**config.mk**
```make
export PLATFORM = sky130hd
export DESIGN_NAME = char_lcd_terminal_engine_core
export DESIGN_NICKNAME = d
export VERILOG_FILES = /design/src/hw/rtl/lcdte_pkg.sv /design/src/hw/rtl/char_lcd_terminal_engine_core.sv
export SDC_FILE = /design/constraint.sdc
export NUM_CORES = 1
export LEC_CHECK = 0
export BUFFER_PORTS_ARGS = -buffer_cell sky130_fd_sc_hd__buf_2
export CORE_AREA = 2 2 217 219
export CTS_CLUSTER_SIZE = 24
export DETAILED_ROUTE_END_ITERATION = 8
export DIE_AREA = 0 0 219 221
export PLACE_DENSITY_LB_ADDON = 0.15
export SETUP_SLACK_MARGIN = 0.15
export SLEW_MARGIN = 20
export SYNTH_ARGS = -nofsm -noshare
export SYNTH_HDL_FRONTEND = slang
export SYNTH_SLANG_ARGS = --single-unit
```
**constraint.sdc**
```tcl
create_clock -name aclk -period 11.6 [get_ports aclk]
set_clock_uncertainty 0.1 [all_clocks]
set_input_delay 2.9 -clock aclk [delete_from_list [all_inputs] [get_ports aclk]]
set_output_delay 2.9 -clock aclk [all_outputs]
set_load 0.02 [all_outputs]
```
**src/hw/rtl/lcdte_pkg.sv**
```systemverilog
package lcdte_pkg;

    // result kinds
    localparam logic [1:0] KIND_CMD  = 2'd0;
    localparam logic [1:0] KIND_DATA = 2'd1;
    localparam logic [1:0] KIND_BEEP = 2'd2;

    // control characters
    localparam logic [7:0] CH_BELL = 8'd7;
    localparam logic [7:0] CH_BS   = 8'd8;
    localparam logic [7:0] CH_TAB  = 8'd9;
    localparam logic [7:0] CH_LF   = 8'd10;
    localparam logic [7:0] CH_VT   = 8'd11;
    localparam logic [7:0] CH_FF   = 8'd12;
    localparam logic [7:0] CH_CR   = 8'd13;
    localparam logic [7:0] CH_SO   = 8'd14;
    localparam logic [7:0] CH_SI   = 8'd15;

    localparam logic [7:0] GLYPH_SO = 8'h00;
    localparam logic [7:0] GLYPH_SI = 8'h07;

    // controller bytes
    localparam logic [7:0] CMD_SET_ADDR = 8'h80;
    localparam logic [7:0] ROW1_BIT     = 8'h40;
    localparam logic [7:0] COL_MASK     = 8'h3f;
    localparam logic [7:0] CMD_CLEAR    = 8'h01;
    localparam logic [7:0] SPACE        = 8'h20;
    localparam logic [7:0] BEEP_VALUE   = 8'h00;

    // configuration register indexes
    localparam logic [1:0] CFG_COLUMNS = 2'd0;
    localparam logic [1:0] CFG_ROWS    = 2'd1;
    localparam logic [1:0] CFG_DSCROLL = 2'd2;

    localparam logic [4:0] COLUMNS_RST = 5'd16;
    localparam logic [1:0] ROWS_RST    = 2'd2;

    // beats kept per character; later ones are dropped
    localparam logic [5:0] RESULT_LIMIT = 6'd43;

endpackage

```
**src/hw/rtl/char_lcd_terminal_engine_core.sv**
```systemverilog
// Each character passes through start (pending wrap), dispatch and done; a printable or tab
// also goes through check, and a newline, vertical tab or wrap through move. Tab emits one space per
// column up to its stop. A scroll rewrites the screen: each copied cell is read from the screen store
// before its write, then the last row is blanked. Stalls on m_ready hold the engine.
// One character at a time; the next is taken once the engine is back in idle after its last beat.
// Reset (aresetn, synchronous, active low): cursor home, screen of spaces, 16x2, delayed scroll.
module char_lcd_terminal_engine_core #(
    parameter int MAX_COLS = 16,
    parameter int MAX_ROWS = 2,
    parameter int TAB_STOP = 8
) (
    input  logic       aclk,
    input  logic       aresetn,
    input  logic       s_valid,
    output logic       s_ready,
    input  logic [7:0] s_ch,
    output logic       m_valid,
    input  logic       m_ready,
    output logic [1:0] m_kind,
    output logic [7:0] m_value,
    output logic       m_last,
    input  logic       cfg_valid,
    output logic       cfg_ready,
    input  logic [1:0] cfg_index,
    input  logic [4:0] cfg_data
);
    import lcdte_pkg::*;

    localparam int STORE_DEPTH = MAX_ROWS * MAX_COLS;
    localparam int AW = (STORE_DEPTH > 1) ? $clog2(STORE_DEPTH) : 1;

    typedef enum logic [3:0] {
        ST_IDLE, ST_START, ST_DISPATCH, ST_TAB, ST_CHECK, ST_MOVE,
        ST_SC_ADDR, ST_SC_READ, ST_SC_COPY, ST_SC_BLANK, ST_SC_FIN, ST_DONE
    } state_t;

    function automatic logic [7:0] addr_cmd(input logic [1:0] r, input logic [4:0] c,
                                            input logic [4:0] ec);
        logic [7:0] off;
        logic [7:0] pos;
        off = r[1] ? {3'b000, ec} : 8'h00;
        pos = ({3'b000, c} & COL_MASK) + off;
        return CMD_SET_ADDR | (r[0] ? ROW1_BIT : 8'h00) | pos;
    endfunction

    function automatic logic [AW-1:0] cell_idx(input logic [1:0] r, input logic [4:0] c,
                                               input logic [4:0] ec);
        logic [7:0] p;
        p = 8'(r) * 8'(ec) + 8'(c);
        return p[AW-1:0];
    endfunction

    state_t     state_reg, state_next;
    logic       ret_disp_reg, ret_disp_next;
    logic [7:0] ch_reg, ch_next;
    logic [4:0] col_reg, col_next;
    logic [1:0] row_reg, row_next;
    logic       scrolled_reg, scrolled_next;
    logic [1:0] sy_reg, sy_next;
    logic [4:0] sx_reg, sx_next;
    logic [4:0] stop_reg, stop_next;
    logic [5:0] cnt_reg, cnt_next;
    logic       st_valid_reg, st_valid_next;
    logic [1:0] st_kind_reg, st_kind_next;
    logic [7:0] st_value_reg, st_value_next;
    logic       m_valid_reg, m_valid_next;
    logic [1:0] m_kind_reg, m_kind_next;
    logic [7:0] m_value_reg, m_value_next;
    logic       m_last_reg, m_last_next;
    logic [4:0] columns_reg, columns_next;
    logic [1:0] rows_reg, rows_next;
    logic       dscroll_reg, dscroll_next;

    // screen store with per-entry valid bits; an invalid entry reads as a space
    logic [7:0]    mem [STORE_DEPTH];
    logic          vld_reg [STORE_DEPTH];
    logic [7:0]    rd_data_reg;
    logic          rd_vld_reg;
    logic          mem_we, mem_re, clear_all;
    logic [AW-1:0] mem_waddr, mem_raddr;
    logic [7:0]    mem_wdata;

    logic       emit_req, emit_ok, cnt_full, out_free;
    logic [1:0] emit_kind;
    logic [7:0] emit_value;

    logic [4:0] eff_cols;
    logic [1:0] eff_rows;
    logic [2:0] eff_rows3;
    logic [1:0] row_sat, bs_row;
    logic [4:0] col_sat, bs_col, tab_stop;
    logic [5:0] tab_raw;
    logic [7:0] glyph, copy_val;
    logic       defer;
    logic [2:0] row_inc, row_sat_inc;

    logic [5:0] tab_tbl [32];
    for (genvar i = 0; i < 32; i++) begin : g_tab
        assign tab_tbl[i] = 6'((i / TAB_STOP + 1) * TAB_STOP);
    end

    assign eff_cols = (columns_reg == 5'd0) ? 5'd1 :
                      ((columns_reg > 5'(MAX_COLS)) ? 5'(MAX_COLS) : columns_reg);
    assign eff_rows = (rows_reg == 2'd0) ? 2'd1 :
                      (({1'b0, rows_reg} > 3'(MAX_ROWS)) ? 2'(MAX_ROWS) : rows_reg);
    assign eff_rows3 = {1'b0, eff_rows};

    assign row_sat     = (row_reg >= eff_rows) ? eff_rows - 2'd1 : row_reg;
    assign col_sat     = (col_reg > eff_cols) ? eff_cols : col_reg;
    assign row_inc     = {1'b0, row_reg} + 3'd1;
    assign row_sat_inc = {1'b0, row_sat} + 3'd1;

    always_comb begin
        bs_col = col_reg;
        bs_row = row_reg;
        if (col_reg != 5'd0) begin
            bs_col = col_reg - 5'd1;
        end else if (row_reg != 2'd0) begin
            bs_row = row_reg - 2'd1;
            bs_col = eff_cols - 5'd1;
        end
    end

    assign tab_raw  = tab_tbl[col_reg];
    assign tab_stop = (tab_raw > {1'b0, eff_cols}) ? eff_cols : tab_raw[4:0];
    assign glyph    = (ch_reg == CH_SO) ? GLYPH_SO : ((ch_reg == CH_SI) ? GLYPH_SI : ch_reg);
    assign copy_val = rd_vld_reg ? rd_data_reg : SPACE;
    assign defer    = dscroll_reg | scrolled_reg;

    assign out_free = !m_valid_reg || m_ready;
    assign cnt_full = (cnt_reg >= RESULT_LIMIT);
    assign emit_ok  = cnt_full || !st_valid_reg || out_free;

    always_comb begin
        state_next    = state_reg;
        ret_disp_next = ret_disp_reg;
        ch_next       = ch_reg;
        col_next      = col_reg;
        row_next      = row_reg;
        scrolled_next = scrolled_reg;
        sy_next       = sy_reg;
        sx_next       = sx_reg;
        stop_next     = stop_reg;
        cnt_next      = cnt_reg;
        st_valid_next = st_valid_reg;
        st_kind_next  = st_kind_reg;
        st_value_next = st_value_reg;
        m_valid_next  = m_valid_reg && !m_ready;
        m_kind_next   = m_kind_reg;
        m_value_next  = m_value_reg;
        m_last_next   = m_last_reg;
        columns_next  = columns_reg;
        rows_next     = rows_reg;
        dscroll_next  = dscroll_reg;
        emit_req      = 1'b0;
        emit_kind     = KIND_CMD;
        emit_value    = 8'h00;
        mem_we        = 1'b0;
        mem_waddr     = cell_idx(row_reg, col_reg, eff_cols);
        mem_wdata     = SPACE;
        mem_re        = 1'b0;
        mem_raddr     = cell_idx(sy_reg + 2'd1, sx_reg, eff_cols);
        clear_all     = 1'b0;

        if (cfg_valid) begin
            case (cfg_index)
                CFG_COLUMNS: columns_next = cfg_data;
                CFG_ROWS:    rows_next    = cfg_data[1:0];
                CFG_DSCROLL: dscroll_next = cfg_data[0];
                default: ;
            endcase
        end

        case (state_reg)
            ST_IDLE: begin
                if (s_valid) begin
                    ch_next       = s_ch;
                    cnt_next      = 6'd0;
                    scrolled_next = 1'b0;
                    state_next    = ST_START;
                end
            end
            ST_START: begin
                col_next   = col_sat;
                row_next   = row_sat;
                state_next = ST_DISPATCH;
                // pending wrap
                if (col_sat >= eff_cols && !(ch_reg inside {CH_BELL, CH_BS, CH_FF})) begin
                    col_next = 5'd0;
                    if (row_sat_inc >= eff_rows3) begin
                        row_next      = eff_rows - 2'd1;
                        scrolled_next = 1'b1;
                        sy_next       = 2'd0;
                        sx_next       = 5'd0;
                        ret_disp_next = 1'b1;
                        state_next    = ST_SC_ADDR;
                    end else begin
                        row_next = row_sat_inc[1:0];
                    end
                end
            end
            ST_DISPATCH: begin
                case (ch_reg)
                    CH_BELL: begin
                        emit_req   = 1'b1;
                        emit_kind  = KIND_BEEP;
                        emit_value = BEEP_VALUE;
                        if (emit_ok) state_next = ST_DONE;
                    end
                    CH_BS: begin
                        emit_req   = 1'b1;
                        emit_value = addr_cmd(bs_row, bs_col, eff_cols);
                        if (emit_ok) begin
                            col_next   = bs_col;
                            row_next   = bs_row;
                            state_next = ST_DONE;
                        end
                    end
                    CH_FF: begin
                        emit_req   = 1'b1;
                        emit_value = CMD_CLEAR;
                        if (emit_ok) begin
                            clear_all  = 1'b1;
                            col_next   = 5'd0;
                            row_next   = 2'd0;
                            state_next = ST_DONE;
                        end
                    end
                    CH_LF: begin
                        col_next   = 5'd0;
                        row_next   = row_inc[1:0];
                        state_next = ST_MOVE;
                    end
                    CH_VT: begin
                        row_next   = row_inc[1:0];
                        state_next = ST_MOVE;
                    end
                    CH_CR: begin
                        emit_req   = 1'b1;
                        emit_value = addr_cmd(row_reg, 5'd0, eff_cols);
                        if (emit_ok) begin
                            col_next   = 5'd0;
                            state_next = ST_DONE;
                        end
                    end
                    CH_TAB: begin
                        stop_next  = tab_stop;
                        state_next = ST_TAB;
                    end
                    default: begin
                        emit_req   = 1'b1;
                        emit_kind  = KIND_DATA;
                        emit_value = glyph;
                        if (emit_ok) begin
                            mem_we     = 1'b1;
                            mem_wdata  = glyph;
                            col_next   = col_reg + 5'd1;
                            state_next = ST_CHECK;
                        end
                    end
                endcase
            end
            ST_TAB: begin
                emit_req   = 1'b1;
                emit_kind  = KIND_DATA;
                emit_value = SPACE;
                if (emit_ok) begin
                    mem_we   = 1'b1;
                    col_next = col_reg + 5'd1;
                    if (col_reg + 5'd1 >= stop_reg) state_next = ST_CHECK;
                end
            end
            ST_CHECK: begin
                state_next = ST_DONE;
                if (col_reg >= eff_cols && (row_inc < eff_rows3 || !defer)) begin
                    col_next   = 5'd0;
                    row_next   = row_inc[1:0];
                    state_next = ST_MOVE;
                end
            end
            ST_MOVE: begin
                if ({1'b0, row_reg} >= eff_rows3) begin
                    row_next      = eff_rows - 2'd1;
                    sy_next       = 2'd0;
                    sx_next       = 5'd0;
                    ret_disp_next = 1'b0;
                    state_next    = ST_SC_ADDR;
                end else begin
                    emit_req   = 1'b1;
                    emit_value = addr_cmd(row_reg, col_reg, eff_cols);
                    if (emit_ok) state_next = ST_DONE;
                end
            end
            ST_SC_ADDR: begin
                emit_req   = 1'b1;
                emit_value = addr_cmd(sy_reg, 5'd0, eff_cols);
                if (emit_ok) begin
                    state_next = ({1'b0, sy_reg} + 3'd1 < eff_rows3) ? ST_SC_READ : ST_SC_BLANK;
                end
            end
            ST_SC_READ: begin
                mem_re     = 1'b1;
                state_next = ST_SC_COPY;
            end
            ST_SC_COPY: begin
                emit_req   = 1'b1;
                emit_kind  = KIND_DATA;
                emit_value = copy_val;
                if (emit_ok) begin
                    mem_we    = 1'b1;
                    mem_waddr = cell_idx(sy_reg, sx_reg, eff_cols);
                    mem_wdata = copy_val;
                    if (sx_reg + 5'd1 >= eff_cols) begin
                        sx_next    = 5'd0;
                        sy_next    = sy_reg + 2'd1;
                        state_next = ST_SC_ADDR;
                    end else begin
                        sx_next    = sx_reg + 5'd1;
                        state_next = ST_SC_READ;
                    end
                end
            end
            ST_SC_BLANK: begin
                emit_req   = 1'b1;
                emit_kind  = KIND_DATA;
                emit_value = SPACE;
                if (emit_ok) begin
                    mem_we    = 1'b1;
                    mem_waddr = cell_idx(sy_reg, sx_reg, eff_cols);
                    if (sx_reg + 5'd1 >= eff_cols) begin
                        sx_next    = 5'd0;
                        state_next = ST_SC_FIN;
                    end else begin
                        sx_next = sx_reg + 5'd1;
                    end
                end
            end
            ST_SC_FIN: begin
                emit_req   = 1'b1;
                emit_value = addr_cmd(row_reg, col_reg, eff_cols);
                if (emit_ok) state_next = ret_disp_reg ? ST_DISPATCH : ST_DONE;
            end
            ST_DONE: begin
                // flush the held beat with last set
                if (!st_valid_reg) begin
                    state_next = ST_IDLE;
                end else if (out_free) begin
                    m_valid_next  = 1'b1;
                    m_kind_next   = st_kind_reg;
                    m_value_next  = st_value_reg;
                    m_last_next   = 1'b1;
                    st_valid_next = 1'b0;
                    state_next    = ST_IDLE;
                end
            end
            default: state_next = ST_IDLE;
        endcase

        // one beat is held back so that last can be set on the final one
        if (emit_req && emit_ok && !cnt_full) begin
            if (st_valid_reg) begin
                m_valid_next = 1'b1;
                m_kind_next  = st_kind_reg;
                m_value_next = st_value_reg;
                m_last_next  = 1'b0;
            end
            st_valid_next = 1'b1;
            st_kind_next  = emit_kind;
            st_value_next = emit_value;
            cnt_next      = cnt_reg + 6'd1;
        end
    end

    always_ff @(posedge aclk) begin
        if (!aresetn) begin
            state_reg    <= ST_IDLE;
            col_reg      <= 5'd0;
            row_reg      <= 2'd0;
            cnt_reg      <= 6'd0;
            st_valid_reg <= 1'b0;
            m_valid_reg  <= 1'b0;
            columns_reg  <= COLUMNS_RST;
            rows_reg     <= ROWS_RST;
            dscroll_reg  <= 1'b1;
        end else begin
            state_reg     <= state_next;
            ret_disp_reg  <= ret_disp_next;
            ch_reg        <= ch_next;
            col_reg       <= col_next;
            row_reg       <= row_next;
            scrolled_reg  <= scrolled_next;
            sy_reg        <= sy_next;
            sx_reg        <= sx_next;
            stop_reg      <= stop_next;
            cnt_reg       <= cnt_next;
            st_valid_reg  <= st_valid_next;
            st_kind_reg   <= st_kind_next;
            st_value_reg  <= st_value_next;
            m_valid_reg   <= m_valid_next;
            m_kind_reg    <= m_kind_next;
            m_value_reg   <= m_value_next;
            m_last_reg    <= m_last_next;
            columns_reg   <= columns_next;
            rows_reg      <= rows_next;
            dscroll_reg   <= dscroll_next;
        end
    end

    always_ff @(posedge aclk) begin
        if (mem_we) begin
            mem[mem_waddr] <= mem_wdata;
        end
        if (mem_re) begin
            rd_data_reg <= mem[mem_raddr];
            rd_vld_reg  <= vld_reg[mem_raddr];
        end
    end

    always_ff @(posedge aclk) begin
        if (!aresetn || clear_all) begin
            for (int i = 0; i < STORE_DEPTH; i++) begin
                vld_reg[i] <= 1'b0;
            end
        end else if (mem_we) begin
            vld_reg[mem_waddr] <= 1'b1;
        end
    end

    assign s_ready   = (state_reg == ST_IDLE);
    assign cfg_ready = 1'b1;
    assign m_valid   = m_valid_reg;
    assign m_kind    = m_kind_reg;
    assign m_value   = m_value_reg;
    assign m_last    = m_last_reg;

    ap_idle_no_held_beat: assert property (@(posedge aclk) disable iff (!aresetn)
        s_ready |-> !st_valid_reg)
        else $error("held beat left over when idle");

    ap_cnt_limit: assert property (@(posedge aclk) disable iff (!aresetn)
        cnt_reg <= RESULT_LIMIT)
        else $error("beat count past limit");

    ap_write_with_beat: assert property (@(posedge aclk) disable iff (!aresetn)
        mem_we |-> emit_req)
        else $error("store write without a bus write");

    ap_read_in_store: assert property (@(posedge aclk) disable iff (!aresetn)
        mem_re |-> (int'(mem_raddr) < STORE_DEPTH))
        else $error("scroll read outside the store");

    ap_idle_cursor: assert property (@(posedge aclk) disable iff (!aresetn)
        s_ready |-> (int'(row_reg) < MAX_ROWS && int'(col_reg) <= MAX_COLS))
        else $error("cursor outside the screen when idle");

endmodule

```
After elaboration in Yosys (flattened, before gate mapping). Memory sizes are Yosys's and may differ from the RTL's. A register that Yosys moved wholly into a read port is not among the register bits. Index checks and enable logic that the tools add are counted.

Add/subtract/negate cells: 16. Multiply operators: 3. Magnitude comparators: 15. Equal/unequal tests: 43. Multiplexer cells: 132. Bitwise operators: 6. Reduce and logical (&&, ||, !) cells: 60.

Operators by type and width (count): $mux 5 (22); $mux 8 (12); $eq 8x4->1 const B (8); $mux 4 (16); $pmux 4 s12 (1); $pmux 8 s6 (1); $mux 2 (21); $pmux 5 s4 (2); $mux 1 (34); $pmux 8 s4 (1); $mux 6 (5); $ne 2x2->1 const B (14); $mux 7 (3); $ge 5x5->1 (4); $eq 4x3->1 const B (4); $eq 4x4->1 const B (4); $or 8x6->8 (2); $pmux 8 s2 (1); $add 5x5->5 (3); $mul 2x5->5 (3); $pmux 5 s3 (1); $reduce_and 5->1 (3); $add 5x5->6 (2); $ge 6x6->1 const B (2); other kinds (55) (106).

Flip-flop bits (word level): 70. Bits in writable memories: 288. ROM bits: 192. Input bits: 20. Output and inout bits: 14. Logic and storage cells: 298. Memories kept: 3.

Memory list: mem (words 32, bits a word 8, read ports 1, clocked after memory_dff 1, wr ports 1, line char_lcd_terminal_engine_core.sv:75) `logic [7:0] mem [STORE_DEPTH];`; (no name shown) (words 32, bits a word 6, read ports 1, clocked after memory_dff 0, wr ports 0, line char_lcd_terminal_engine_core.sv:124) `assign tab_raw = tab_tbl[col_reg];`; vld_reg (words 32, bits a word 1, read ports 1, clocked after memory_dff 1, wr ports 32, line char_lcd_terminal_engine_core.sv:76) `logic vld_reg [STORE_DEPTH];`.

Longest topological paths before layout. Gate-level depths: netlist (run 1).

Depth in word-level cells: 11. Gate-level depth with buffers: 17. Mapped depth without buffers: 15.

Least setup slack after synthesis (run 1). OpenSTA, ideal clock, no wires.

Path type: input -> register. From: input port m_ready. To: memory mem[0][7] (data pin). Library setup time: 0.377 ns. Arrival: 4.649 ns. Data required time: 11.123 ns. Setup slack: 6.475 ns. Stages on the path: 5. Buffers on the path: 1. Cell sequence: and3b_1 o21ai_1 clkbuf_1 o21ai_1 a21oi_1.

Cells in the longest elaborated chain, start to end: 5.

Ends and longest elaborated chain: start, declared (line char_lcd_terminal_engine_core.sv:18) `input logic m_ready,`; $logic_or 1x1->1 (*) (line char_lcd_terminal_engine_core.sv:130) `assign out_free = !m_valid_reg || m_ready;`; $logic_or 1x1->1 (*) (line char_lcd_terminal_engine_core.sv:132) `assign emit_ok = cnt_full || !st_valid_reg || out_free;`; $mux 8 (line char_lcd_terminal_engine_core.sv:254) `if (emit_ok) begin`; $mux 8 (line char_lcd_terminal_engine_core.sv:203) `case (ch_reg)`; $pmux 8 s2 (*) (line char_lcd_terminal_engine_core.sv:174) `case (state_reg)`; via mem_wdata[7] (line char_lcd_terminal_engine_core.sv:81) `logic [7:0] mem_wdata;`; end, declared (line char_lcd_terminal_engine_core.sv:75).

Mark *: on every way through the listed nets, which the timed path passes. The rest lies on a longest branch.

Final worst setup path (run 1).
From: register columns_reg[4]. To: register sx_reg[0], enable pin.

Cells in the longest elaborated chain, start to end: 9.

Ends and longest elaborated chain: start, declared (line char_lcd_terminal_engine_core.sv:70) `logic [4:0] columns_reg, columns_next;`; start signal, assigned (line char_lcd_terminal_engine_core.sv:403) `columns_reg <= columns_next;`; $gt 5x5->1 (line char_lcd_terminal_engine_core.sv:103) `((columns_reg > 5'(MAX_COLS)) ? 5'(MAX_COLS) : columns_reg);`; $mux 5 (line char_lcd_terminal_engine_core.sv:103); $mux 5 (*) (line char_lcd_terminal_engine_core.sv:102) `assign eff_cols = (columns_reg == 5'd0) ? 5'd1 :`; $gt 5x5->1 (line char_lcd_terminal_engine_core.sv:109) `assign col_sat = (col_reg > eff_cols) ? eff_cols : col_reg;`; $mux 5 (line char_lcd_terminal_engine_core.sv:109); $ge 5x5->1 (*) (line char_lcd_terminal_engine_core.sv:188) `if (col_sat >= eff_cols && !(ch_reg inside {CH_BELL, CH_BS, CH_FF})) begin`; $logic_and 1x1->1 (*) (line char_lcd_terminal_engine_core.sv:188); $ne 2x2->1 (no source line) (*); $reduce_and 6->1 (no source line) (*); end signal, assigned (line char_lcd_terminal_engine_core.sv:393) `sx_reg <= sx_next;`; end, declared (line char_lcd_terminal_engine_core.sv:60) `logic [4:0] sx_reg, sx_next;`.

Mark *: on every way between the ends. The rest lies on a longest branch, timed or not. A chain may end at the register's enable or synchronous reset.

==> key figures, run 1 <==
Clocking
  • CTS-repair resized insts: 0
  • Postcts setup bufs: 0
  • Clk buf depth: 3
  • Worst-path clk slew: around 60 ps
  • Root Buffer: clkbuf_16
  • CTS Buf Count: 40
  • CTS tree: yes
  • # H-tree levels: 2
  • Clock insertion delay at the later pin of the skew report: roughly 580 ps
  • Clk sink count: between 300 and 400
  • Hold buffer count at cts: 0

Synth
  • Post-Syn Instances: 1,427
  • Post-synth top area share: about half
  • Asr flop ratio synth: 0%
  • Number of flops mapped to enable cells by yosys: approximately 310
  • Syn_nets: 1,525
  • Average cell area after synthesis: 12.8 um2
  • Seq/Total Area, Yosys: a little under three fifths
  • Synthesized cell area: 0.0183 mm2
  • Synthesis Warnings: 0
  • Synth unique cells: about 90
  • Largest area contributor in the netlist: edfxtp_1
  • Post-synth top flop: edfxtp_1
  • Number of synthesized register bits: approximately 370
  • Largest cells by area after synthesis: edfxtp_1, mux4_2, dfxtp_1

Power
  • Logic pwr share: 36.1%
  • Internal power: roughly 0.0029 W
  • Sw Ratio: a little under two fifths
  • Worst vdd ir: about 0.13 mV
  • Switching Power: about 0.0017 W
  • Clock power share: between 20 and 30%
  • Leak: roughly 7.0 nW
  • Sequential cell fraction of total power: roughly 36%
  • Power Density: roughly 220 mW/mm2

Detailed routing
  • TritonRoute pass-1 iters: 7
  • DRC viols: 0
  • Iteration-0 DRC Markers: approximately 940
  • Avg WL per Cell: between 20 and 25 um
  • Routed WL: ~48,000 um
  • Detailed-route via count: 11.7k
  • Post-route ant nets: 0
  • Vias per cell: about 5.6

Placement
  • PortBufs: 32
  • Inst Count DP: just over 2k
  • DP Worst Slack: about 5700 ps
  • Gpl congestion: around 0.9
  • DPL Wire Length: about 33,000 um

Timing
  • FMAX: 177 MHz
  • Least-Margin Pin Slew: about 1100 ps
  • Setup TNS: 0 ps
  • Slew Viols, Final: 0
  • Fin. Hold Viols: 0
  • Final period utilization: 48.8%
  • Unrepaired setup endpoints after global routing: false
  • Setup ws final: 5940 ps
  • Slew margin rel.: between 20% and 30%
  • Final setup viols: 0
  • Tmin final: 5660 ps

Finish
  • Layout area overhead: 11.8%
  • Layout fillers: 4,215
  • Nets: between 1.5k and 2k
  • Area of the multi-input gates: between 0.007 and 0.008 mm2
  • Register area: approximately 0.010 mm2
  • Largest register FFs: between 200 and 300
  • Ratio of cells with drive above 1 in the final layout: 15.4%
  • Post-Layout Cell Count: roughly 2.1k
  • ANT cells: 0

Floorplan
  • FP Rows: 79
  • Die Wd: between 200 and 250 um
  • Initial core utilization: roughly two fifths
  • Die height: 221 um
  • IO Pins: 34
  • Die ar.: around 0.048 mm2
  • Core box area: between 0.04 and 0.05 mm2

Setup path
  • Most numerous cell on the critical path: ha_1
  • Critical Path Start Type: flip-flop
  • Setup Crit Path Kind: flip-flop to flip-flop
  • Worst Path Arrival: ~5800 ps
  • CP endpoint kind: flip-flop
  • Max Fanout on Critical Path: 13
  • Worst Path Required: around 12,000 ps
  • Worst path cell trace: nor2b_1 -> inv_1 -> ha_1 -> and4b_1 -> and2_1 -> o31ai_2 -> mux2_2 -> ha_1 -> nand2_1 -> o21ai_0 -> a31oi_1 -> nor3_1 -> o211ai_1 -> a21oi_1
  • CP peak stage delay: a little under 800 ps
  • Slowest-stage cell, CP: nor2b_1

Worst hold path
  • Hold Path Class: flip-flop to flip-flop

Run
  • Max-Cap Viols: 0

GRT
  • Largest net degree at the start of global routing: 73
  • Total track usage: around a fifth
  • Total grt overflow: 0
  • First-pass GRT wire length: between 70,000 and 80,000 um
  • Antenna violations before repair: 0
  • Vias in the first global route: 11.8k

Status
  • Status: finished, final reports clean
## power groups by stage
stage / logic [W] / clock network (W) / registers [W]
floorplan: 0.00114 / 0 / 0.00165
global placement: 0.00164 / 0 / 0.00166
detailed placement: 0.00164 / 0 / 0.00166
CTS: 0.00164 / 0.00130 / 0.00163
global route: 0.00180 / 0.00135 / 0.00164
finish: 0.00164 / 0.00127 / 0.00163
## synthesized netlist by cell type (all sizes together), types with 18 or more instances
| master | count |
|---|---|
| a21oi | 47 |
| nor2b | 20 |
| fa | 18 |
| nand2 | 182 |
| nor3 | 18 |
| edfxtp | 308 |
| inv | 58 |
| and2 | 28 |
| mux4 | 72 |
| xnor2 | 19 |
| nor2 | 96 |
| ha | 60 |
| o21ai | 67 |
| dfxtp | 58 |
| buf | 29 |
| nand3 | 50 |
| clkbuf | 44 |
| nand2b | 23 |
## final cells by class
class / count / share of cell area, %
Sequential cell: 366 / 50.9
Multi-Input combinational cell: 928 / 36.2
Tap cell: 607 / 3.71
Clock inverter: 24 / 1.43
Inverter: 60 / 1.10
Timing Repair Buffer: 54 / 1.61
Clock buffer: 46 / 5.01
## worst max-delay path: cells and delay by family (launching register included)
family | cells | cell delay (ps)
DFF | 1 | 470
muxes | 1 | 420
and+or+nand+nor | 5 | 1530
buffers and inverters | 1 | 380
AOI/OAI and AO/OA | 5 | 1720
adders and majority gates | 2 | 670
## cell families (layout without fill, tap and decap cells)
family	after synthesis	count (layout)	share of synthesized area, %
adders and majority gates	78	78	6.07
and+or+nand+nor	479	479	12.9
muxes	88	88	9.83
buffers and inverters	133	184	2.98
AOI/OAI and AO/OA	251	251	9.55
DFF	366	366	56.9
other	1	1	0.0205
xor gates and xnor gates	31	31	1.79
## metrics by stage
| stage | power (W) | hold slack (ps) | area (um2) | utilization [%] |
|---|---|---|---|---|
| after global placement | 0.00330 | 335 | 19100 | 41.5 |
| final | 0.00455 | 347 | 20400 | 44.4 |
| after global routing | 0.00480 | 369 | 20400 | 44.4 |
| after CTS | 0.00458 | 349 | 20400 | 44.4 |
| after detailed placement | 0.00330 | 341 | 19100 | 41.5 |
| after floorplan | 0.00279 | 320 | 18300 | - |
## metal layers
| layer | vias up | share of wire (%) | wire, um | GRT usage, % |
|---|---|---|---|---|
| met2 | 341 | 47 | 22500 | 31.9 |
| met4 | 0 | 4.9 | 2330 | 9.55 |
| met1 | 5800 | 44 | 20700 | 26.9 |
| met3 | 118 | 4.3 | 2060 | 2.71 |
| li1 | 5418 | - | - | - |
| met5 | - | 0 | 0 | 0 |
## final timing paths
check / slack (ps) / to / depth (start not counted) / from
max: 5940 / sx_reg[0] / 14 / columns_reg[4]
min: 350 / vld_reg[22] / 2 / vld_reg[22]
max reg2reg: 5940 / sx_reg[0] / 14 / columns_reg[4]
min reg2reg: 350 / vld_reg[22] / 2 / vld_reg[22]
## cells in the final DEF, fill, tap and decap left out, types with 12 or more instances in the layout
cell type    n
dfxtp_1     58
a21o_1      13
ha_1        58
nor2_1      92
mux4_2      72
inv_1       58
a21oi_1     45
nor2b_1     18
xnor2_1     19
nand2_1    182
nand3_1     50
edfxtp_1   308
nor3_1      15
o21ai_0     48
nand2b_1    23
fa_1        18
o21ai_1     18
mux2i_1     12
and2_1      28
buf_2       32
buf_4       21
o21a_1      13
clkbuf_16   40
(Power assumes the default switching activity.)
==> run 2: changes to the inputs <==
--- a/config.mk
+++ b/config.mk
@@ -5,11 +5,12 @@
 export SDC_FILE = /design/constraint.sdc
 export NUM_CORES = 1
 export LEC_CHECK = 0
+export ABC_AREA = 1
 export BUFFER_PORTS_ARGS = -buffer_cell sky130_fd_sc_hd__buf_2
-export CORE_AREA = 2 2 217 219
+export CORE_AREA = 2 2 219 221
 export CTS_CLUSTER_SIZE = 24
 export DETAILED_ROUTE_END_ITERATION = 8
-export DIE_AREA = 0 0 219 221
+export DIE_AREA = 0 0 221 223
 export PLACE_DENSITY_LB_ADDON = 0.15
 export SETUP_SLACK_MARGIN = 0.15
 export SLEW_MARGIN = 20
==> constraint.sdc (replaced) <==
create_clock -name aclk -period 5.38 [get_ports aclk]
set_clock_uncertainty 0.1 [all_clocks]
set_input_delay 1.345 -clock aclk [delete_from_list [all_inputs] [get_ports aclk]]
set_output_delay 1.345 -clock aclk [all_outputs]
set_load 0.02 [all_outputs]
==> run 2 against run 1 <==
Against the previous run: global-route usage up 1.1 points; final cell count up 23%; power increased by 110%; hold slack gained 3.8 ps; first-iteration DRC count increased by 35%; critical path type unchanged; largest cell class unchanged.
==> key figures, run 2 <==
Finish
  • Fin util: 44.3% (was 44.4%)
  • Post-Layout Cell Count: 2,574 (was 2,085)
  • Area of the multi-input gates: 0.00721 mm2 (was 0.00741 mm2)
  • ANT cells: 0 (unchanged)
  • Ratio of cells with drive above 1 in the final layout: 9.85% (was 15.4%)
  • Largest register FFs: 256 (unchanged)
  • Layout area overhead: 12.6% (was 11.8%)
  • Register area: 0.0104 mm2 (unchanged)
  • Commonest non-fill, non-tap cell in the layout: nand2_1 (was edfxtp_1)
  • Nets: 2,024 (was 1,548)
  • Commonest cells after routing, fill and taps aside: nand2_1, edfxtp_1, nor2_1, inv_1, o21ai_0 (was edfxtp_1, nand2_1, nor2_1, mux4_2)
  • Layout fillers: 4,510 (was 4,215)

Synth
  • Seq/Total Area, Yosys: 56.1% (was 56.9%)
  • Synthesis Warnings: 0 (unchanged)
  • Largest cells by area after synthesis: edfxtp_1, nand2_1, dfxtp_1 (was edfxtp_1, mux4_2, dfxtp_1)
  • Synth cell count leaders: nand2_1, edfxtp_1, nor2_1 (was edfxtp_1, nand2_1, nor2_1)
  • Asr flop ratio synth: 0% (unchanged)
  • Synth unique cells: 47 (was 92)
  • Number of synthesized register bits: 366 (unchanged)
  • Post-synth top area share: 49.8% (was 50.6%)
  • Largest area contributor in the netlist: edfxtp_1 (unchanged)
  • Synthesized cell area: 0.0186 mm2 (was 0.0183 mm2)
  • Average cell area after synthesis: 9.83 um2 (was 12.8 um2)
  • Post-synth top flop: edfxtp_1 (unchanged)
  • Post-Syn Instances: 1,888 (was 1,427)
  • Top-count cell post-synth: nand2_1 (was edfxtp_1)
  • Syn_nets: 1,986 (was 1,525)
  • Number of flops mapped to enable cells by yosys: 308 (unchanged)

Timing
  • Final period utilization: 86.2% (was 48.8%)
  • Setup ws final: 740 ps (was 5940 ps)
  • Setup TNS: 0 ps (unchanged)
  • Tmin final: 4640 ps (was 5660 ps)
  • Fin. Hold Viols: 0 (unchanged)
  • Slew margin rel.: 32.9% (was 23.2%)
  • Final setup viols: 0 (unchanged)
  • Slew Viols, Final: 0 (unchanged)
  • Unrepaired setup endpoints after global routing: false (unchanged)
  • FMAX: 216 MHz (was 177 MHz)
  • Least-Margin Pin Slew: 1010 ps (was 1140 ps)

Floorplan
  • Die height: 223 um (was 221 um)
  • IO Pins: 34 (unchanged)
  • Die ar.: 0.0493 mm2 (was 0.0484 mm2)
  • Initial core utilization: 39.4% (was 39.7%)
  • Core box area: 0.0471 mm2 (was 0.0461 mm2)
  • FP Rows: 80 (was 79)
  • Die Wd: 221 um (was 219 um)

Detailed routing
  • Iteration-0 DRC Markers: 1,264 (was 937)
  • Detailed-route via count: 13.9k (was 11.7k)
  • Vias per cell: 5.39 (was 5.60)
  • Post-route ant nets: 0 (unchanged)
  • DRC viols: 0 (unchanged)
  • Routed WL: 52,200 um (was 47,600 um)
  • TritonRoute pass-1 iters: 5 (was 7)
  • Avg WL per Cell: 20.3 um (was 22.8 um)

Placement
  • PortBufs: 32 (unchanged)
  • Inst Count DP: 2,497 (was 2,015)
  • Gpl congestion: 0.894 (was 0.911)
  • DPL Wire Length: 34,900 um (was 33,400 um)
  • DP Worst Slack: 759 ps (was 5690 ps)

GRT
  • Met2 Track Usage GR: 34.8% (was 31.9%)
  • Total track usage: 21.1% (was 20.0%)
  • First-pass GRT wire length: 80,800 um (was 73,300 um)
  • Largest net degree at the start of global routing: 145 (was 73)
  • Most used routing layer: met2 (unchanged)
  • Met1 GRT Util: 28.8% (was 26.9%)
  • Vias in the first global route: 13.7k (was 11.8k)
  • Antenna violations before repair: 0 (unchanged)
  • Grt met3 use: 2.83% (was 2.71%)
  • Total grt overflow: 0 (unchanged)

Setup path
  • Max Fanout on Critical Path: 12 (was 13)
  • Worst Path Buf+Inv: 3 (was 1)
  • Critical Path Start Type: flip-flop (unchanged)
  • Setup Crit Path Kind: flip-flop to flip-flop (unchanged)
  • Slowest-stage cell, CP: a21oi_1 (was nor2b_1)
  • Largest delay contributor family on the critical path: simple AND/OR/NAND/NOR gates (was compound AO/OA/AOI/OAI gates)
  • CP endpoint kind: flip-flop (unchanged)
  • Worst Path Arrival: 4740 ps (was 5760 ps)
  • Worst path cell trace: nor2_1 -> inv_1 -> ha_1 -> nand2_1 -> nand2_1 -> a21oi_1 -> nand2_1 -> nand2_1 -> inv_1 -> o21ai_0 -> inv_1 -> ha_1 -> nand2_1 -> o21a_1 -> nand3_1 -> nand2_1 -> nand2_1 -> o2111ai_1 -> a21oi_1 (was nor2b_1 -> inv_1 -> ha_1 -> and4b_1 -> and2_1 -> o31ai_2 -> mux2_2 -> ha_1 -> nand2_1 -> o21ai_0 -> a31oi_1 -> nor3_1 -> o211ai_1 -> a21oi_1)
  • Worst Path Required: 5480 ps (was 11,710 ps)
  • Most numerous cell on the critical path: nand2_1 (was ha_1)
  • CP peak stage delay: 510 ps (was 790 ps)

Clocking
  • CTS Buf Count: 42 (was 40)
  • CTS-repair resized insts: 0 (unchanged)
  • Worst-path clk slew: 60 ps (about the same)
  • # H-tree levels: 2 (unchanged)
  • CTS tree: yes (unchanged)
  • Root Buffer: clkbuf_16 (unchanged)
  • Clk sink count: 366 (unchanged)
  • Postcts setup bufs: 0 (unchanged)
  • Clock insertion delay at the later pin of the skew report: 590 ps (was 580 ps)
  • Clk buf depth: 3 (unchanged)
  • Hold buffer count at cts: 0 (unchanged)

Status
  • Status: finished, final reports clean (unchanged)

Power
  • Leak: 8.28 nW (was 6.98 nW)
  • Switching Power: 0.00368 W (was 0.00167 W)
  • Logic pwr share: 34.7% (was 36.1%)
  • Clock power share: 29.3% (was 28.0%)
  • Power Density: 462 mW/mm2 (was 222 mW/mm2)
  • Power Total: 0.00966 W (was 0.00455 W)
  • Sequential cell fraction of total power: 36.0% (was 35.9%)
  • Worst vdd ir: 0.285 mV (was 0.131 mV)
  • Sw Ratio: 38.1% (was 36.8%)
  • Internal power: 0.00598 W (was 0.00288 W)

Run
  • Max-Cap Viols: 0 (unchanged)

Worst hold path
  • Hold Path Class: flip-flop to flip-flop (unchanged)
run 2: cell types whose count changed in the layout (fill, tap and decap cells not counted), sizes merged, moves of 19 or more:
| cell | previous run | this run |
|---|---|---|
| and2 | 28 | 1 |
| inv | 62 | 175 |
| mux2i | 13 | 55 |
| mux4 | 72 | 0 |
| nand2 | 182 | 359 |
| nand2b | 23 | 0 |
| nand3 | 50 | 119 |
| nor2 | 96 | 294 |
| nor2b | 20 | 0 |
| o211ai | 9 | 28 |
| o21ai | 67 | 142 |
| o221ai | 0 | 47 |
run 2: power groups by stage:
stage,Clock (W),Sequential (W),Combinational (W)
global route,0.00301,0.00350,0.00371
global placement,0,0.00354,0.00332
finish,0.00283,0.00348,0.00335
floorplan,0,0.00352,0.00224
CTS,0.00289,0.00348,0.00334
detailed placement,0,0.00354,0.00332
run 2: path summary, 6_finish.rpt:
kind	from	to	slack, ps	cells past startpoint
max	columns_reg[4]	sx_reg[1]	740	19
min	vld_reg[14]	vld_reg[14]	350	2
max reg2reg	columns_reg[4]	sx_reg[1]	740	19
min reg2reg	vld_reg[14]	vld_reg[14]	350	2
run 2: through the flow:
step	hold slack (ps)	cell area, um2
finish	350	20900
global route	375	20900
CTS	351	20900
detailed placement	338	19500
global placement	335	19500
floorplan	321	18600
run 2: cell families after synthesis:
group                      synth area share (%)
buffers and inverters                      5.41
AOI/OAI and AO/OA                          10.1
muxes                                      2.97
and+or+nand+nor                            18.5
adders and majority gates                  5.99
DFF                                        56.1
other                                    0.0202
xor gates and xnor gates                  0.890
run 2: routing by layer:
metal	vias up	routed length, um	part of all wire, %
met5	-	0	0
met4	0	1510	2.9
met3	93	2990	5.7
met2	429	24500	47
met1	6710	23200	44
li1	6636	-	-
run 2: worst register-to-register path: stages (launching register included):
cell and delay, ps:
dfxtp_1 470, nor2_1 490, inv_1 380, ha_1 290
nand2_1 60, nand2_1 50, a21oi_1 200, nand2_1 80
nand2_1 190, inv_1 80, o21ai_0 200, inv_1 70
ha_1 310, nand2_1 80, o21a_1 180, nand3_1 100
nand2_1 130, nand2_1 110, o2111ai_1 200, a21oi_1 510
run 2: layout make-up:
cell class / count / area share (%)
clock buffer: 49 / 5.15
clock inverter: 28 / 1.42
inverter: 183 / 3.30
multi-input combinational: 1267 / 34.5
sequential: 366 / 49.8
tap: 615 / 3.68
timing repair buffer: 66 / 2.17
==> run 3: changes to the inputs <==
--- a/config.mk
+++ b/config.mk
@@ -11,7 +11,7 @@
 export CTS_CLUSTER_SIZE = 24
 export DETAILED_ROUTE_END_ITERATION = 8
 export DIE_AREA = 0 0 221 223
-export PLACE_DENSITY_LB_ADDON = 0.15
+export PLACE_DENSITY = 0.59
 export SETUP_SLACK_MARGIN = 0.15
 export SLEW_MARGIN = 20
 export SYNTH_ARGS = -nofsm -noshare
==> run 3 against run 2 <==
Against the previous run: cell area fell by 0.52%; sequential share of layout area rose by 0.26 points; final cell count fell by 0.23%; routed wire length fell by 0.52%; flip-flop and latch count did not move; power fell by 1.2%; clock-buffer cell count rose by 8; hold slack got worse by 1.6 ps; first-iteration DRC count rose by 17%; fmax fell by 0.43%.
==> key figures, run 3 (synthesis results as in run 2) <==
Status
  • Status: finished, final reports clean (unchanged)

GRT
  • Vias in the first global route: 13.8k (was 13.7k)
  • Total grt overflow: 0 (unchanged)
  • Total track usage: 21.0% (was 21.1%)
  • Largest net degree at the start of global routing: 145 (unchanged)
  • First-pass GRT wire length: 81,000 um (was 80,800 um)
  • Antenna violations before repair: 0 (unchanged)

Clocking
  • CTS-repair resized insts: 0 (unchanged)
  • Postcts setup bufs: 0 (unchanged)
  • Clk buf depth: 3 (unchanged)
  • Clock insertion delay at the later pin of the skew report: 580 ps (was 590 ps)
  • # H-tree levels: 2 (unchanged)
  • Clk sink count: 366 (unchanged)
  • Worst-path clk slew: 60 ps (about the same)
  • Hold buffer count at cts: 0 (unchanged)
  • CTS tree: yes (unchanged)
  • Root Buffer: clkbuf_16 (unchanged)
  • CTS Buf Count: 41 (was 42)

Setup path
  • Setup Crit Path Kind: flip-flop to flip-flop (unchanged)
  • Worst Reg-to-Reg Cells: 19 (unchanged)
  • CP endpoint kind: flip-flop (unchanged)
  • Worst Path Required: 5470 ps (was 5480 ps)
  • Worst Path Arrival: 4750 ps (was 4740 ps)
  • Max Fanout on Critical Path: 12 (unchanged)
  • Critical Path Start Type: flip-flop (unchanged)

Detailed routing
  • Vias per cell: 5.47 (was 5.39)
  • DRC viols: 0 (unchanged)
  • TritonRoute pass-1 iters: 5 (unchanged)
  • Iteration-0 DRC Markers: 1,485 (was 1,264)
  • Post-route ant nets: 0 (unchanged)
  • Detailed-route via count: 14.1k (was 13.9k)
  • Avg WL per Cell: 20.2 um (was 20.3 um)
  • Routed WL: 51,900 um (was 52,200 um)

Power
  • Worst vdd ir: 0.329 mV (was 0.285 mV)
  • Leak: 8.22 nW (was 8.28 nW)
  • Power Density: 459 mW/mm2 (was 462 mW/mm2)

Floorplan
  • Die ar.: 0.0493 mm2 (unchanged)
  • IO Pins: 34 (unchanged)
  • Initial core utilization: 39.4% (unchanged)
  • Die height: 223 um (unchanged)
  • FP Rows: 80 (unchanged)
  • Core box area: 0.0471 mm2 (unchanged)
  • Die Wd: 221 um (unchanged)

Timing
  • Tmin final: 4660 ps (was 4640 ps)
  • Final period utilization: 86.6% (was 86.2%)
  • Setup TNS: 0 ps (unchanged)
  • Slew margin rel.: 30.6% (was 32.9%)
  • Unrepaired setup endpoints after global routing: false (unchanged)
  • FMAX: 215 MHz (was 216 MHz)
  • Fin. Hold Viols: 0 (unchanged)
  • Slew Viols, Final: 0 (unchanged)
  • Final setup viols: 0 (unchanged)
  • Least-Margin Pin Slew: 1040 ps (was 1010 ps)

Finish
  • Post-Layout Cell Count: 2,568 (was 2,574)
  • Nets: 2,020 (was 2,024)
  • ANT cells: 0 (unchanged)
  • Ratio of cells with drive above 1 in the final layout: 9.27% (was 9.85%)
  • Layout area overhead: 12.0% (was 12.6%)
  • Largest register FFs: 256 (unchanged)
  • Commonest cells after routing, fill and taps aside: nand2_1, edfxtp_1, nor2_1, inv_1, o21ai_0 (unchanged)
  • Commonest non-fill, non-tap cell in the layout: nand2_1 (unchanged)

Placement
  • PortBufs: 32 (unchanged)
  • Inst Count DP: 2,494 (was 2,497)
  • DPL Wire Length: 34,800 um (was 34,900 um)
  • Gpl congestion: 0.966 (was 0.894)

Worst hold path
  • Hold depth: 2 (unchanged)
  • Hold Path Class: flip-flop to flip-flop (unchanged)

Run
  • Max-Cap Viols: 0 (unchanged)
==> run 3: cell count changes in the layout (fill, tap and decap cells not counted) <==
| cell | previous run | this run |
|---|---|---|
| clkinvlp_4 | 3 | 2 |
| clkbuf_8 | 0 | 1 |
| clkinv_2 | 9 | 2 |
| clkinv_16 | 2 | 1 |
| clkinv_8 | 1 | 0 |
| bufinv_16 | 4 | 3 |
| buf_4 | 31 | 29 |
| clkbuf_1 | 7 | 14 |
| inv_6 | 0 | 1 |
| buf_12 | 3 | 2 |
| clkinv_1 | 17 | 16 |
==> run 3: stage by stage <==
| step | cell area [um2] | power, W | setup WS (ps) | hold slack, ps | util, % |
|---|---|---|---|---|---|
| after floorplan | 18600 | 0.00576 | 1390 | 321 | - |
| after global placement | 19500 | 0.00682 | 936 | 335 | 41.3 |
| after detailed placement | 19500 | 0.00682 | 777 | 339 | 41.3 |
| after CTS | 20800 | 0.00957 | 759 | 352 | 44.1 |
| after global routing | 20800 | 0.0101 | 291 | 369 | 44.1 |
| final | 20800 | 0.00955 | 720 | 349 | 44.1 |
==> run 3: worst paths after layout <==
path             startpoint         end  slack (ps)
max reg2reg  columns_reg[4]   sx_reg[0]         720
max          columns_reg[4]   sx_reg[0]         720
min              vld_reg[6]  vld_reg[6]         350
min reg2reg      vld_reg[6]  vld_reg[6]         350
==> run 3: metal layers <==
| metal | GRT usage [%] | wire length, um | vias to the layer above |
|---|---|---|---|
| li1 | - | - | 6621 |
| met1 | 28.3 | 22300 | 6784 |
| met2 | 34.6 | 24500 | 545 |
| met3 | 2.99 | 3300 | 107 |
| met4 | 8.16 | 1790 | 0 |
| met5 | 0 | 0 | - |
==> run 3: final cells by class <==
| class | count | area [um2] |
|---|---|---|
| Fill cell | 4446 | 26400 |
| Sequential cell | 366 | 10400 |
| Multi-Input combinational cell | 1267 | 7210 |
| Clock buffer | 57 | 1120 |
| Tap cell | 615 | 769 |
| Inverter | 183 | 691 |
| Timing Repair Buffer | 63 | 418 |
| Clock inverter | 17 | 183 |
==> run 3: critical path, cell delays in order, from the launching register on <==
cell	delay, ps
dfxtp_1	490
nor2_1	510
inv_1	370
ha_1	300
nand2_1	60
nand2_1	50
a21oi_1	150
nand2_1	70
nand2_1	190
inv_1	80
o21ai_0	200
inv_1	80
ha_1	310
nand2_1	80
o21a_1	190
nand3_1	100
nand2_1	130
nand2_1	110
o2111ai_1	190
a21oi_1	520
==> run 3: power breakdown <==
part,switching [W],internal [W],leakage [nW]
Clock,0.00113,0.00160,0.618
Sequential,0.000110,0.00338,3.32
Combinational,0.00238,0.000947,4.27
